## src/rtl/core/light_meter_measurement_sequencer_assert.svh

```systemverilog
// Assertion macros shared by the light meter sequencer RTL.
// Included by name; needs nothing else. Synthesis sees empty bodies.
`ifndef LIGHT_METER_MEASUREMENT_SEQUENCER_ASSERT_SVH
`define LIGHT_METER_MEASUREMENT_SEQUENCER_ASSERT_SVH
`ifndef SYNTHESIS
// Condition that must hold at every clock edge outside reset.
`define LMMS_ASSERT_ALWAYS(label, clk, rst, expr) \
   label: assert property (@(posedge clk) disable iff (rst) (expr)) \
      else $error("assertion failed");
// Consequent must hold in the same cycle as the antecedent.
`define LMMS_ASSERT_IMPLIES(label, clk, rst, ante, cons) \
   label: assert property (@(posedge clk) disable iff (rst) (ante) |-> (cons)) \
      else $error("assertion failed");
// Consequent must hold in the cycle after the antecedent.
`define LMMS_ASSERT_NEXT(label, clk, rst, ante, cons) \
   label: assert property (@(posedge clk) disable iff (rst) (ante) |=> (cons)) \
      else $error("assertion failed");
`else
`define LMMS_ASSERT_ALWAYS(label, clk, rst, expr)
`define LMMS_ASSERT_IMPLIES(label, clk, rst, ante, cons)
`define LMMS_ASSERT_NEXT(label, clk, rst, ante, cons)
`endif
`endif

```

## src/rtl/core/lmms_pkg.sv

```systemverilog
// Types and constants of the light meter measurement sequencer.
// No dependencies; lmms_csr, lmms_seq and the top level import this package.
`default_nettype none

package lmms_pkg;

   typedef enum logic [1:0] {
      OP_TICK  = 2'd0,
      OP_START = 2'd1,
      OP_ABORT = 2'd2,
      OP_TAKE  = 2'd3
   } op_type;

   typedef enum logic [2:0] {
      STAGE_IDLE  = 3'd0,
      STAGE_PRE   = 3'd1,
      STAGE_GWAIT = 3'd2,
      STAGE_GREAD = 3'd3,
      STAGE_LWAIT = 3'd4,
      STAGE_CAPT  = 3'd5,
      STAGE_POST  = 3'd6,
      STAGE_DONE  = 3'd7
   } stage_type;

   typedef enum logic [1:0] {
      GAIN_LOW  = 2'd0,
      GAIN_MED  = 2'd1,
      GAIN_HIGH = 2'd2,
      GAIN_MAX  = 2'd3
   } gain_type;

   typedef enum logic [1:0] {
      BEEP_NONE    = 2'd0,
      BEEP_SUCCESS = 2'd1,
      BEEP_WARNING = 2'd2
   } beep_type;

   typedef enum logic [1:0] {
      CSR_PRE_WAIT   = 2'd0,
      CSR_POST_WAIT  = 2'd1,
      CSR_SATURATION = 2'd2,
      CSR_SENSOR     = 2'd3
   } csr_index_type;

   localparam int unsigned CSR_WIDTH = 16;

   localparam logic [15:0] PRE_WAIT_RESET   = 16'd500;
   localparam logic [15:0] POST_WAIT_RESET  = 16'd500;
   localparam logic [15:0] SATURATION_RESET = 16'd36863;

   localparam logic [31:0] GAIN_SETTLE_MS = 32'd120;
   localparam logic [31:0] LONG_WAIT_MS   = 32'd650;
   localparam logic [15:0] LOW_COUNT      = 16'd300;
   localparam logic [15:0] VERY_LOW_COUNT = 16'd50;
   localparam logic [2:0]  MAX_TRIES      = 3'd4;
   localparam logic [2:0]  TRY_LIMIT      = 3'd7;

   // Progress during the long wait is 20 + floor(e*6/65) for e up to 650.
   // floor(x/65) equals (x*4033)>>18 for every x below 4096.
   localparam logic [11:0] RECIP_65       = 12'd4033;
   localparam int unsigned RECIP_SHIFT    = 18;
   localparam logic [6:0]  PROGRESS_PRE   = 7'd5;
   localparam logic [6:0]  PROGRESS_LBASE = 7'd20;
   localparam logic [6:0]  PROGRESS_CAPT  = 7'd90;
   localparam logic [6:0]  PROGRESS_DONE  = 7'd100;

   typedef struct packed {
      logic [15:0] pre_delay_ms;
      logic [15:0] post_delay_ms;
      logic [15:0] saturation_count;
      logic        sensor_present;
   } cfg_type;

   typedef struct packed {
      op_type      op;
      logic [31:0] now_ms;
      logic        with_enlarger;
      logic        exposure_running;
      logic [15:0] channel_full;
      logic [15:0] channel_ir;
   } req_type;

   typedef struct packed {
      logic        accepted;
      stage_type   stage;
      logic [6:0]  progress;
      gain_type    sensor_gain;
      logic        gain_write;
      logic        long_integration;
      logic        enlarger_on;
      logic        safelight_on;
      logic        exposure_lock;
      beep_type    beep;
      logic [15:0] result_full;
      logic [15:0] result_ir;
   } rsp_type;

endpackage

`default_nettype wire

```

## src/rtl/core/lmms_channels.sv

```systemverilog
// Valid/ready channel interfaces for the request and response sides.
// Standalone; widths follow the fields of one request and one response.
`default_nettype none

interface lmms_req_if;
   logic        valid;
   logic        ready;
   logic [1:0]  op;
   logic [31:0] now_ms;
   logic        with_enlarger;
   logic        exposure_running;
   logic [15:0] channel_full;
   logic [15:0] channel_ir;

   modport source (output valid, op, now_ms, with_enlarger, exposure_running,
                   channel_full, channel_ir, input ready);
   modport sink (input valid, op, now_ms, with_enlarger, exposure_running,
                 channel_full, channel_ir, output ready);
endinterface

interface lmms_rsp_if;
   logic        valid;
   logic        ready;
   logic        accepted;
   logic [2:0]  stage;
   logic [6:0]  progress;
   logic [1:0]  sensor_gain;
   logic        gain_write;
   logic        long_integration;
   logic        enlarger_on;
   logic        safelight_on;
   logic        exposure_lock;
   logic [1:0]  beep;
   logic [15:0] result_full;
   logic [15:0] result_ir;

   modport source (output valid, accepted, stage, progress, sensor_gain,
                   gain_write, long_integration, enlarger_on, safelight_on,
                   exposure_lock, beep, result_full, result_ir, input ready);
   modport sink (input valid, accepted, stage, progress, sensor_gain,
                 gain_write, long_integration, enlarger_on, safelight_on,
                 exposure_lock, beep, result_full, result_ir, output ready);
endinterface

`default_nettype wire

```

## src/rtl/core/lmms_csr.sv

```systemverilog
// Configuration registers of the light meter sequencer.
// Depends on lmms_pkg for the register indexes and the bundle type.
`default_nettype none

module lmms_csr (
   input  logic                            clock,
   input  logic                            reset,
   input  logic                            csr_write_en,
   input  logic [1:0]                      csr_index,
   input  logic [lmms_pkg::CSR_WIDTH-1:0]  csr_wdata,
   output lmms_pkg::cfg_type               cfg
);
   import lmms_pkg::*;

   cfg_type cfg_ff;
   cfg_type cfg_in;

   always_comb begin
      cfg_in = cfg_ff;
      if (csr_write_en) begin
         case (csr_index_type'(csr_index))
            CSR_PRE_WAIT:   cfg_in.pre_delay_ms     = csr_wdata;
            CSR_POST_WAIT:  cfg_in.post_delay_ms    = csr_wdata;
            CSR_SATURATION: cfg_in.saturation_count = csr_wdata;
            CSR_SENSOR:     cfg_in.sensor_present   = csr_wdata[0];
            default:        cfg_in = cfg_ff;
         endcase
      end
   end

   always_ff @(posedge clock) begin
      if (reset) begin
         cfg_ff.pre_delay_ms     <= PRE_WAIT_RESET;
         cfg_ff.post_delay_ms    <= POST_WAIT_RESET;
         cfg_ff.saturation_count <= SATURATION_RESET;
         cfg_ff.sensor_present   <= 1'b0;
      end else begin
         cfg_ff <= cfg_in;
      end
   end

   assign cfg = cfg_ff;

endmodule

`default_nettype wire

```

## src/rtl/core/lmms_seq.sv

```systemverilog
// Measurement state and its update for one request.
// Depends on lmms_pkg; the assertion macros come from the shared header.
`default_nettype none
`include "light_meter_measurement_sequencer_assert.svh"

module lmms_seq (
   input  logic               clock,
   input  logic               reset,
   input  logic               step,
   input  lmms_pkg::req_type  req,
   input  lmms_pkg::cfg_type  cfg,
   output lmms_pkg::rsp_type  rsp_in
);
   import lmms_pkg::*;

   stage_type   stage_ff, stage_in;
   logic [31:0] phase_ff, phase_in;
   logic [6:0]  progress_ff, progress_in;
   gain_type    gain_ff, gain_in;
   logic [2:0]  attempt_ff, attempt_in;
   logic        long_ff, long_in;
   logic [15:0] cap_full_ff, cap_full_in;
   logic [15:0] cap_ir_ff, cap_ir_in;
   logic        enl_ff, enl_in;
   logic        safe_ff, safe_in;
   logic        lock_ff, lock_in;

   logic        running;
   logic [31:0] elapsed;
   logic [9:0]  long_el;
   logic [11:0] long_x6;
   logic [23:0] long_prod;
   logic [6:0]  long_progress;
   gain_type    gain_try;
   logic        gain_changed;
   logic        accepted;
   logic        gain_write;
   beep_type    beep;
   logic        capture_tick;

   assign running = stage_ff inside {[STAGE_PRE:STAGE_POST]};
   assign elapsed = req.now_ms - phase_ff;

   // Long-wait progress: clamp to 650 ms, then scale by 60/650.
   // Six times the clamped time is formed as four times plus two times.
   assign long_el       = (elapsed < LONG_WAIT_MS) ? elapsed[9:0] : LONG_WAIT_MS[9:0];
   assign long_x6       = {long_el, 2'b00} + {1'b0, long_el, 1'b0};
   assign long_prod     = long_x6 * RECIP_65;
   assign long_progress = PROGRESS_LBASE + {1'b0, long_prod[23:RECIP_SHIFT]};

   // Gain ranging decision for a read; the count of tries caps it.
   always_comb begin
      gain_try     = gain_ff;
      gain_changed = 1'b1;
      if ((req.channel_full > cfg.saturation_count) && (gain_ff != GAIN_LOW)) begin
         gain_try = GAIN_LOW;
      end else if ((req.channel_full < LOW_COUNT) && (gain_ff == GAIN_LOW)) begin
         gain_try = GAIN_MED;
      end else if ((req.channel_full < LOW_COUNT) && (gain_ff == GAIN_MED)) begin
         gain_try = GAIN_HIGH;
      end else if ((req.channel_full < VERY_LOW_COUNT) && (gain_ff == GAIN_HIGH)) begin
         gain_try = GAIN_MAX;
      end else begin
         gain_changed = 1'b0;
      end
   end

   always_comb begin
      stage_in    = stage_ff;
      phase_in    = phase_ff;
      progress_in = progress_ff;
      gain_in     = gain_ff;
      attempt_in  = attempt_ff;
      long_in     = long_ff;
      cap_full_in = cap_full_ff;
      cap_ir_in   = cap_ir_ff;
      enl_in      = enl_ff;
      safe_in     = safe_ff;
      lock_in     = lock_ff;
      accepted    = 1'b0;
      gain_write  = 1'b0;
      beep        = BEEP_NONE;

      case (req.op)
         OP_TICK: begin
            if (!req.exposure_running && running) begin
               case (stage_ff)
                  STAGE_PRE: begin
                     progress_in = PROGRESS_PRE;
                     if (elapsed >= {16'd0, cfg.pre_delay_ms}) begin
                        gain_in    = GAIN_MED;
                        long_in    = 1'b0;
                        gain_write = 1'b1;
                        phase_in   = req.now_ms;
                        stage_in   = STAGE_GWAIT;
                     end
                  end
                  STAGE_GWAIT: begin
                     if (elapsed >= GAIN_SETTLE_MS) begin
                        stage_in = STAGE_GREAD;
                     end
                  end
                  STAGE_GREAD: begin
                     if (attempt_ff < TRY_LIMIT) begin
                        attempt_in = attempt_ff + 3'd1;
                     end
                     gain_write = 1'b1;
                     phase_in   = req.now_ms;
                     if (gain_changed && (attempt_in <= MAX_TRIES)) begin
                        gain_in  = gain_try;
                        long_in  = 1'b0;
                        stage_in = STAGE_GWAIT;
                     end else begin
                        long_in  = 1'b1;
                        stage_in = STAGE_LWAIT;
                     end
                  end
                  STAGE_LWAIT: begin
                     progress_in = long_progress;
                     if (elapsed >= LONG_WAIT_MS) begin
                        stage_in = STAGE_CAPT;
                     end
                  end
                  STAGE_CAPT: begin
                     progress_in = PROGRESS_CAPT;
                     cap_full_in = req.channel_full;
                     cap_ir_in   = req.channel_ir;
                     gain_in     = GAIN_MED;
                     long_in     = 1'b0;
                     gain_write  = 1'b1;
                     enl_in      = 1'b0;
                     safe_in     = 1'b0;
                     phase_in    = req.now_ms;
                     stage_in    = STAGE_POST;
                  end
                  STAGE_POST: begin
                     if (elapsed >= {16'd0, cfg.post_delay_ms}) begin
                        enl_in      = 1'b0;
                        safe_in     = 1'b1;
                        lock_in     = 1'b0;
                        progress_in = PROGRESS_DONE;
                        stage_in    = STAGE_DONE;
                        beep        = BEEP_SUCCESS;
                     end
                  end
                  default: begin
                     stage_in = stage_ff;
                  end
               endcase
            end
         end
         OP_START: begin
            if (!running && cfg.sensor_present) begin
               accepted    = 1'b1;
               cap_full_in = 16'd0;
               cap_ir_in   = 16'd0;
               progress_in = 7'd0;
               attempt_in  = 3'd0;
               enl_in      = req.with_enlarger;
               safe_in     = 1'b0;
               lock_in     = 1'b1;
               phase_in    = req.now_ms;
               stage_in    = STAGE_PRE;
            end
         end
         OP_ABORT: begin
            if (running) begin
               accepted    = 1'b1;
               enl_in      = 1'b0;
               safe_in     = 1'b1;
               lock_in     = 1'b0;
               progress_in = 7'd0;
               stage_in    = STAGE_IDLE;
               beep        = BEEP_WARNING;
            end
         end
         OP_TAKE: begin
            accepted = 1'b1;
            stage_in = STAGE_IDLE;
         end
         default: begin
            accepted = 1'b0;
         end
      endcase
   end

   always_ff @(posedge clock) begin
      if (reset) begin
         stage_ff    <= STAGE_IDLE;
         phase_ff    <= 32'd0;
         progress_ff <= 7'd0;
         gain_ff     <= GAIN_MED;
         attempt_ff  <= 3'd0;
         long_ff     <= 1'b0;
         cap_full_ff <= 16'd0;
         cap_ir_ff   <= 16'd0;
         enl_ff      <= 1'b0;
         safe_ff     <= 1'b1;
         lock_ff     <= 1'b0;
      end else if (step) begin
         stage_ff    <= stage_in;
         phase_ff    <= phase_in;
         progress_ff <= progress_in;
         gain_ff     <= gain_in;
         attempt_ff  <= attempt_in;
         long_ff     <= long_in;
         cap_full_ff <= cap_full_in;
         cap_ir_ff   <= cap_ir_in;
         enl_ff      <= enl_in;
         safe_ff     <= safe_in;
         lock_ff     <= lock_in;
      end
   end

   // The response shows the state as it stands after this request.
   always_comb begin
      rsp_in.accepted         = accepted;
      rsp_in.stage            = stage_in;
      rsp_in.progress         = progress_in;
      rsp_in.sensor_gain      = gain_in;
      rsp_in.gain_write       = gain_write;
      rsp_in.long_integration = long_in;
      rsp_in.enlarger_on      = enl_in;
      rsp_in.safelight_on     = safe_in;
      rsp_in.exposure_lock    = lock_in;
      rsp_in.beep             = beep;
      rsp_in.result_full      = cap_full_in;
      rsp_in.result_ir        = cap_ir_in;
   end

   assign capture_tick = step && (stage_ff == STAGE_CAPT) && (req.op == OP_TICK)
                         && !req.exposure_running;

   // A running measurement always holds the exposure lock with the safelight off.
   `LMMS_ASSERT_IMPLIES(a_running_locked, clock, reset, running, lock_ff && !safe_ff)
   // Gain ranging never runs past its fifth try.
   `LMMS_ASSERT_ALWAYS(a_attempt_bound, clock, reset, attempt_ff <= 3'd5)
   // Leaving the capture stage on a step always latches the counts.
   `LMMS_ASSERT_NEXT(a_capture_latch, clock, reset, capture_tick, cap_full_ff == $past(req.channel_full))
   // The capture stage always hands over to the post-wait.
   `LMMS_ASSERT_NEXT(a_capture_stage, clock, reset, capture_tick, stage_ff == STAGE_POST)

endmodule

`default_nettype wire

```

## src/rtl/core/light_meter_measurement_sequencer.sv

```systemverilog
// Top level of the light meter measurement sequencer.
// A request passes through the request register and then the response
// register before its response is offered.
// Throughput: one request per cycle while the sink keeps taking responses.
// Reset is synchronous and active high; it empties both registers,
// restores the configuration defaults and sets the measurement idle.
`default_nettype none
`include "light_meter_measurement_sequencer_assert.svh"

module light_meter_measurement_sequencer (
   input  logic                            clock,
   input  logic                            reset,
   lmms_req_if.sink                        req_ch,
   lmms_rsp_if.source                      rsp_ch,
   input  logic                            csr_write_en,
   input  logic [1:0]                      csr_index,
   input  logic [lmms_pkg::CSR_WIDTH-1:0]  csr_wdata
);
   import lmms_pkg::*;

   // Request register: holds one transferred request until the state
   // update consumes it.
   req_type in_ff;
   req_type in_in;
   logic    in_valid_ff;
   logic    in_valid_in;

   // Response register: holds one finished response until the sink takes it.
   rsp_type rsp_ff;
   rsp_type rsp_in;
   logic    rsp_valid_ff;
   logic    rsp_valid_in;

   cfg_type cfg;
   logic    advance;
   logic    step;
   logic    req_xfer;
   logic    rsp_success;
   logic    rsp_done;

   // The update runs whenever the response register can take a new value,
   // so a request keeps flowing while a finished response is being taken.
   // The payload is registered on both sides; the request ready follows
   // the response ready combinationally.
   assign advance      = !rsp_valid_ff || rsp_ch.ready;
   assign step         = in_valid_ff && advance;
   assign req_ch.ready = !in_valid_ff || advance;
   assign req_xfer     = req_ch.valid && req_ch.ready;

   always_comb begin
      in_in.op               = op_type'(req_ch.op);
      in_in.now_ms           = req_ch.now_ms;
      in_in.with_enlarger    = req_ch.with_enlarger;
      in_in.exposure_running = req_ch.exposure_running;
      in_in.channel_full     = req_ch.channel_full;
      in_in.channel_ir       = req_ch.channel_ir;
   end

   assign in_valid_in  = req_xfer || (in_valid_ff && !advance);
   assign rsp_valid_in = step || (rsp_valid_ff && !rsp_ch.ready);

   always_ff @(posedge clock) begin
      if (reset) begin
         in_valid_ff  <= 1'b0;
         rsp_valid_ff <= 1'b0;
      end else begin
         in_valid_ff  <= in_valid_in;
         rsp_valid_ff <= rsp_valid_in;
      end
   end

   // Payload registers load without reset.
   always_ff @(posedge clock) begin
      if (req_xfer) begin
         in_ff <= in_in;
      end
      if (step) begin
         rsp_ff <= rsp_in;
      end
   end

   lmms_csr u_csr (
      .clock        (clock),
      .reset        (reset),
      .csr_write_en (csr_write_en),
      .csr_index    (csr_index),
      .csr_wdata    (csr_wdata),
      .cfg          (cfg)
   );

   lmms_seq u_seq (
      .clock  (clock),
      .reset  (reset),
      .step   (step),
      .req    (in_ff),
      .cfg    (cfg),
      .rsp_in (rsp_in)
   );

   assign rsp_ch.valid            = rsp_valid_ff;
   assign rsp_ch.accepted         = rsp_ff.accepted;
   assign rsp_ch.stage            = rsp_ff.stage;
   assign rsp_ch.progress         = rsp_ff.progress;
   assign rsp_ch.sensor_gain      = rsp_ff.sensor_gain;
   assign rsp_ch.gain_write       = rsp_ff.gain_write;
   assign rsp_ch.long_integration = rsp_ff.long_integration;
   assign rsp_ch.enlarger_on      = rsp_ff.enlarger_on;
   assign rsp_ch.safelight_on     = rsp_ff.safelight_on;
   assign rsp_ch.exposure_lock    = rsp_ff.exposure_lock;
   assign rsp_ch.beep             = rsp_ff.beep;
   assign rsp_ch.result_full      = rsp_ff.result_full;
   assign rsp_ch.result_ir        = rsp_ff.result_ir;

   assign rsp_success = rsp_valid_ff && (rsp_ff.beep == BEEP_SUCCESS);
   assign rsp_done    = (rsp_ff.stage == STAGE_DONE) && (rsp_ff.progress == PROGRESS_DONE);

   // A request that cannot advance stays in the request register.
   `LMMS_ASSERT_NEXT(a_hold_request, clock, reset, in_valid_ff && !advance, in_valid_ff)
   // Progress never exceeds one hundred percent.
   `LMMS_ASSERT_IMPLIES(a_progress_range, clock, reset, rsp_valid_ff, rsp_ff.progress <= PROGRESS_DONE)
   // The success tone comes only with a finished measurement.
   `LMMS_ASSERT_IMPLIES(a_success_done, clock, reset, rsp_success, rsp_done)

endmodule

`default_nettype wire
```

## src/flat_wrapper.sv

```systemverilog
// flat-port wrapper written by rule: the top's interface ports become plain ports
module light_meter_measurement_sequencer_flat import lmms_pkg::*;
  (clock, reset, csr_write_en, csr_index, csr_wdata, req_ch_valid, req_ch_op, req_ch_now_ms, req_ch_with_enlarger, req_ch_exposure_running, req_ch_channel_full, req_ch_channel_ir, req_ch_ready, rsp_ch_valid, rsp_ch_accepted, rsp_ch_stage, rsp_ch_progress, rsp_ch_sensor_gain, rsp_ch_gain_write, rsp_ch_long_integration, rsp_ch_enlarger_on, rsp_ch_safelight_on, rsp_ch_exposure_lock, rsp_ch_beep, rsp_ch_result_full, rsp_ch_result_ir, rsp_ch_ready);
  lmms_req_if req_ch_i ();
  lmms_rsp_if rsp_ch_i ();
  input  logic clock;
  input  logic reset;
  input  logic csr_write_en;
  input  logic [1:0] csr_index;
  input  logic [lmms_pkg::CSR_WIDTH-1:0] csr_wdata;
  input wire logic [$bits(req_ch_i.valid)-1:0] req_ch_valid;
  input wire logic [$bits(req_ch_i.op)-1:0] req_ch_op;
  input wire logic [$bits(req_ch_i.now_ms)-1:0] req_ch_now_ms;
  input wire logic [$bits(req_ch_i.with_enlarger)-1:0] req_ch_with_enlarger;
  input wire logic [$bits(req_ch_i.exposure_running)-1:0] req_ch_exposure_running;
  input wire logic [$bits(req_ch_i.channel_full)-1:0] req_ch_channel_full;
  input wire logic [$bits(req_ch_i.channel_ir)-1:0] req_ch_channel_ir;
  output wire logic [$bits(req_ch_i.ready)-1:0] req_ch_ready;
  output wire logic [$bits(rsp_ch_i.valid)-1:0] rsp_ch_valid;
  output wire logic [$bits(rsp_ch_i.accepted)-1:0] rsp_ch_accepted;
  output wire logic [$bits(rsp_ch_i.stage)-1:0] rsp_ch_stage;
  output wire logic [$bits(rsp_ch_i.progress)-1:0] rsp_ch_progress;
  output wire logic [$bits(rsp_ch_i.sensor_gain)-1:0] rsp_ch_sensor_gain;
  output wire logic [$bits(rsp_ch_i.gain_write)-1:0] rsp_ch_gain_write;
  output wire logic [$bits(rsp_ch_i.long_integration)-1:0] rsp_ch_long_integration;
  output wire logic [$bits(rsp_ch_i.enlarger_on)-1:0] rsp_ch_enlarger_on;
  output wire logic [$bits(rsp_ch_i.safelight_on)-1:0] rsp_ch_safelight_on;
  output wire logic [$bits(rsp_ch_i.exposure_lock)-1:0] rsp_ch_exposure_lock;
  output wire logic [$bits(rsp_ch_i.beep)-1:0] rsp_ch_beep;
  output wire logic [$bits(rsp_ch_i.result_full)-1:0] rsp_ch_result_full;
  output wire logic [$bits(rsp_ch_i.result_ir)-1:0] rsp_ch_result_ir;
  input wire logic [$bits(rsp_ch_i.ready)-1:0] rsp_ch_ready;
  assign req_ch_i.valid = req_ch_valid;
  assign req_ch_i.op = req_ch_op;
  assign req_ch_i.now_ms = req_ch_now_ms;
  assign req_ch_i.with_enlarger = req_ch_with_enlarger;
  assign req_ch_i.exposure_running = req_ch_exposure_running;
  assign req_ch_i.channel_full = req_ch_channel_full;
  assign req_ch_i.channel_ir = req_ch_channel_ir;
  assign req_ch_ready = req_ch_i.ready;
  assign rsp_ch_valid = rsp_ch_i.valid;
  assign rsp_ch_accepted = rsp_ch_i.accepted;
  assign rsp_ch_stage = rsp_ch_i.stage;
  assign rsp_ch_progress = rsp_ch_i.progress;
  assign rsp_ch_sensor_gain = rsp_ch_i.sensor_gain;
  assign rsp_ch_gain_write = rsp_ch_i.gain_write;
  assign rsp_ch_long_integration = rsp_ch_i.long_integration;
  assign rsp_ch_enlarger_on = rsp_ch_i.enlarger_on;
  assign rsp_ch_safelight_on = rsp_ch_i.safelight_on;
  assign rsp_ch_exposure_lock = rsp_ch_i.exposure_lock;
  assign rsp_ch_beep = rsp_ch_i.beep;
  assign rsp_ch_result_full = rsp_ch_i.result_full;
  assign rsp_ch_result_ir = rsp_ch_i.result_ir;
  assign rsp_ch_i.ready = rsp_ch_ready;
  light_meter_measurement_sequencer u_core (.clock(clock), .reset(reset), .req_ch(req_ch_i), .rsp_ch(rsp_ch_i), .csr_write_en(csr_write_en), .csr_index(csr_index), .csr_wdata(csr_wdata));
endmodule
```

## config.mk

```make
export PLATFORM = sky130hd
export DESIGN_NAME = light_meter_measurement_sequencer_flat
export DESIGN_NICKNAME = d
export VERILOG_FILES = /design/src/rtl/core/lmms_pkg.sv /design/src/rtl/core/lmms_channels.sv /design/src/rtl/core/lmms_csr.sv /design/src/rtl/core/lmms_seq.sv /design/src/rtl/core/light_meter_measurement_sequencer.sv /design/src/flat_wrapper.sv
export VERILOG_INCLUDE_DIRS = /design/src /design/src/rtl/core
export SDC_FILE = /design/constraint.sdc
export NUM_CORES = 1
export LEC_CHECK = 0
export ABC_AREA = 1
export BUFFER_PORTS_ARGS = -buffer_cell sky130_fd_sc_hd__buf_2
export CAP_MARGIN = 25
export CELL_PAD_IN_SITES_DETAIL_PLACEMENT = 0
export CELL_PAD_IN_SITES_GLOBAL_PLACEMENT = 1
export CORE_AREA = 2 2 258 133
export DETAILED_ROUTE_END_ITERATION = 12
export DIE_AREA = 0 0 260 135
export PLACE_DENSITY = 0.82
export SETUP_SLACK_MARGIN = 0.05
export SLEW_MARGIN = 40
export SYNTH_ARGS = -nofsm -noshare
export SYNTH_HDL_FRONTEND = slang
export SYNTH_SLANG_ARGS = --single-unit
```

## constraint.sdc

```tcl
create_clock -name clock -period 12.7 [get_ports clock]
set_clock_uncertainty 0.15 [all_clocks]
set_input_delay 2.54 -clock clock [delete_from_list [all_inputs] [get_ports clock]]
set_output_delay 2.54 -clock clock [all_outputs]
set_load 0.005 [all_outputs]
```

==> impl_metrics.ini <==
[sta]
slew_headroom = 0.436
setup-violations-final = 0
worst_pin_slew_ns = 0.836
fmax_mhz = 103
hold_viol = 0
slew_viol_final = 0
period_share = 0.764
whs_ns = 0.310
setup_ws_ns = 3.00
rsz0062_at_grt = no
finalSetupTns_ns = 0
fin_crit_ns = 9.70

[place]
place_congestion = 0.976
io_buffers = 144
dp_hpwl_um = 36100
pre_cts_ws_ns = 3.24
dpl_cell_area_um2 = 17100

[pwr]
switchingPower_w = 0.000581
p_clk_frac = 0.406
ir_drop_uv = 111
intPower_w = 0.00147
switching_share = 0.283
p_seq_frac = 0.449
combPwrFrac = 0.145
leakagePower_nw = 8.82
power_per_cell_area_nw_per_um2 = 114

[grt]
grt_pass1_vias = 12394
overflow = 0
grt_usage = 0.263
grt_max_degree = 88
grt_pass1_wl_um = 70800
antenna_found_initial = 5

[die]
die_y_um = 135
rows = 47
dieArea_um2 = 35100
boundaryPins = 145
core_area_um2 = 32600
die_w_um = 260
initial_core_util = 0.487

[setup_path]
reg2reg_slack_ns = 3.00
cpMostUsedCell = nand2_1
path_max_fanout = 7
crit_cells = 48
max_stage_delay_ns = 0.48
crit_path_end_kind = flop
arrival_ns = 10.00
path_buf_inv = 5
crit_slowest_cell = fa_1
worstReg2RegStart = u_core.in_ff[34]$_DFFE_PP_
setup.worst_path.class = reg2reg
r2r_cells = 48
crit_family = adder cells
crit_required_ns = 13.01
cp-start-kind = flop
r2r-end = u_core.u_seq.progress_ff[3]$_SDFFE_PP0P_

[layout]
areaGrowthSynthToFinish_pct = 13.1
design_area_um2 = 18000
nets = 2436
layout-drive-gt1-share = 0.112

[clock_network]
cts_root_buffer = clkbuf_16
cts_htree_levels = 1
cts.sinks = 254
cts_setup_buffers = 0
cts_buffers = 25
hold_buffers = 0
clkTransAtPathRegs_ns = 0.07
cts_buffer_depth = 3
postCtsResizedCells = 0
clock_latency_ns = 0.58
cts_tree = built

[min_path]
whs_path_depth = 2
min_from = u_core.u_seq.phase_ff[16]$_SDFFE_PP0P_
holdPathEnd = u_core.u_seq.phase_ff[16]$_SDFFE_PP0P_
hold_class = reg2reg

[synth]
seq_area_frac_synth = 0.395
async_flop_share = 0
netlist_instances = 2048
synth_cell_types = 52
synth_flop_cell = dfxtp_1
synth.avg_cell_area_um2 = 7.77
ys_seq_elements = 254
yosys_warnings = 0
synth_edf_count = 120
synth_area_um2 = 15900
syn_nets = 2304

[route]
drtPass1Iterations = 6
routed_wl_um = 46300
drt_iter0_markers = 1418
via_count = 13854
ant_nets = 0
drc = 0
viasPerCell = 5.24
wl_per_cell_um = 17.5

[outcome]
status = completed

[flow_run]
maxCapViolCount = 0
## state kept, by name, indices dropped and copies added, names as in the netlist, 2 cells and up
name and count:
u_core.in_ff 68, u_core.u_csr.cfg 49, u_core.u_seq.phase_ff 32, u_core.rsp_ch.result_full 16, u_core.rsp_ch.result_ir 16, u_core.u_seq.cap_full_ff 16, u_core.u_seq.cap_ir_ff 16, u_core.rsp_ch.progress 7
u_core.u_seq.progress_ff 7, u_core.rsp_ch.stage 3, u_core.u_seq.attempt_ff 3, u_core.u_seq.stage_ff 3, u_core.rsp_ch.beep 2, u_core.rsp_ch.sensor_gain 2, u_core.u_seq.gain_ff 2
## power groups by stage
stage	Combinational, W	Clock [W]	Sequential [W]
3_5_place_dp	0.000288	0	0.000938
5_1_grt	0.000331	0.000878	0.000924
4_1_cts	0.000290	0.000846	0.000920
3_3_place_gp	0.000284	0	0.000937
2_1_floorplan	0.000187	0	0.000936
6_report	0.000298	0.000832	0.000921
## layer usage
metal | track usage | routed length [um]
met2 | 0.320 | 16400
met1 | 0.439 | 24600
met3 | 0.0726 | 4690
met4 | 0.0520 | 656
met5 | 0 | 0
## area by class of cell
class	count	area, um2
Fill cell	3158	14600
Multi-Input combinational cell	1321	7860
Sequential cell	254	6290
Inverter	427	1610
Timing Repair Buffer	151	777
Clock buffer	31	678
Tap cell	441	552
Clock inverter	15	221
Antenna cell	5	12.5
## through the flow
| step | std cells | power, W | utilization |
|---|---|---|---|
| final | 2645 | 0.00205 | 0.551 |
| after global routing | 2645 | 0.00213 | 0.551 |
| after CTS | 2640 | 0.00206 | 0.551 |
| after detailed placement | 2594 | 0.00123 | 0.523 |
| after global placement | 2594 | 0.00122 | 0.523 |
| after floorplan | 2048 | 0.00112 | - |
## Yosys cell counts, types with 11 or more instances
master      n  area, um2
nor3_1     12       60.1
nand2_2    15       93.8
nand2_1   412       1550
nand3_1    84        420
xor2_1     26        228
dfxtp_1   134       2680
o21ai_0   157        786
a21oi_1   184        921
edfxtp_1  120       3600
nand4_1    11       68.8
clkbuf_1   43        161
inv_1     419       1570
fa_1       20        400
ha_1      145       1810
o211ai_1   32        240
nor2_1    124        465
## kinds of logic after synthesis
family,count (synthesis),synth area share
compound gates,420,0.144
xor+xnor,37,0.0213
fa+ha+maj,165,0.139
simple gates,699,0.188
flops,254,0.395
buf+inv,473,0.112
## tightest hold or removal path, cell delays in order (launching register included)
cell,delay (ns)
dfxtp_1,0.29
inv_1,0.06
a21oi_1,0.06
## worst max-delay path by stage
stage / start / end / slack (ns)
after floorplan: u_core.in_ff[34]$_DFFE_PP_ / u_core.u_seq.progress_ff[4]$_SDFFE_PP0P_ / 4.56
after global placement: u_core.in_ff[34]$_DFFE_PP_ / u_core.u_seq.progress_ff[3]$_SDFFE_PP0P_ / 3.49
after detailed placement: u_core.in_ff[34]$_DFFE_PP_ / u_core.u_seq.progress_ff[3]$_SDFFE_PP0P_ / 3.24
after CTS: u_core.in_ff[34]$_DFFE_PP_ / u_core.u_seq.progress_ff[3]$_SDFFE_PP0P_ / 3.20
after global routing: u_core.in_ff[34]$_DFFE_PP_ / u_core.u_seq.progress_ff[3]$_SDFFE_PP0P_ / 2.17
final: u_core.in_ff[34]$_DFFE_PP_ / u_core.u_seq.progress_ff[3]$_SDFFE_PP0P_ / 3.00
## cells in the final DEF, fill, tap and decap left out, types with 4 or more instances in the layout
master / n
nor2_2: 7
nor2_4: 5
nand3_1: 84
buf_2: 144
inv_1: 416
buf_4: 6
o21bai_1: 7
nand2_2: 17
a31oi_1: 4
o2111ai_1: 4
inv_2: 8
nor4_1: 7
bufinv_16: 4
nand4_1: 11
o211ai_1: 32
xor2_1: 26
dfxtp_1: 134
clkbuf_16: 25
nor2_1: 120
and2_1: 8
nand2_1: 409
diode_2: 5
edfxtp_1: 120
a21o_1: 5
ha_1: 145
nor3_1: 12
a21oi_1: 184
o22ai_1: 9
o21ai_0: 157
nand3_2: 7
nand3b_1: 5
o21ai_1: 6
fa_1: 20
xnor2_1: 9
No activity file was read; power rests on OpenSTA's default activity.
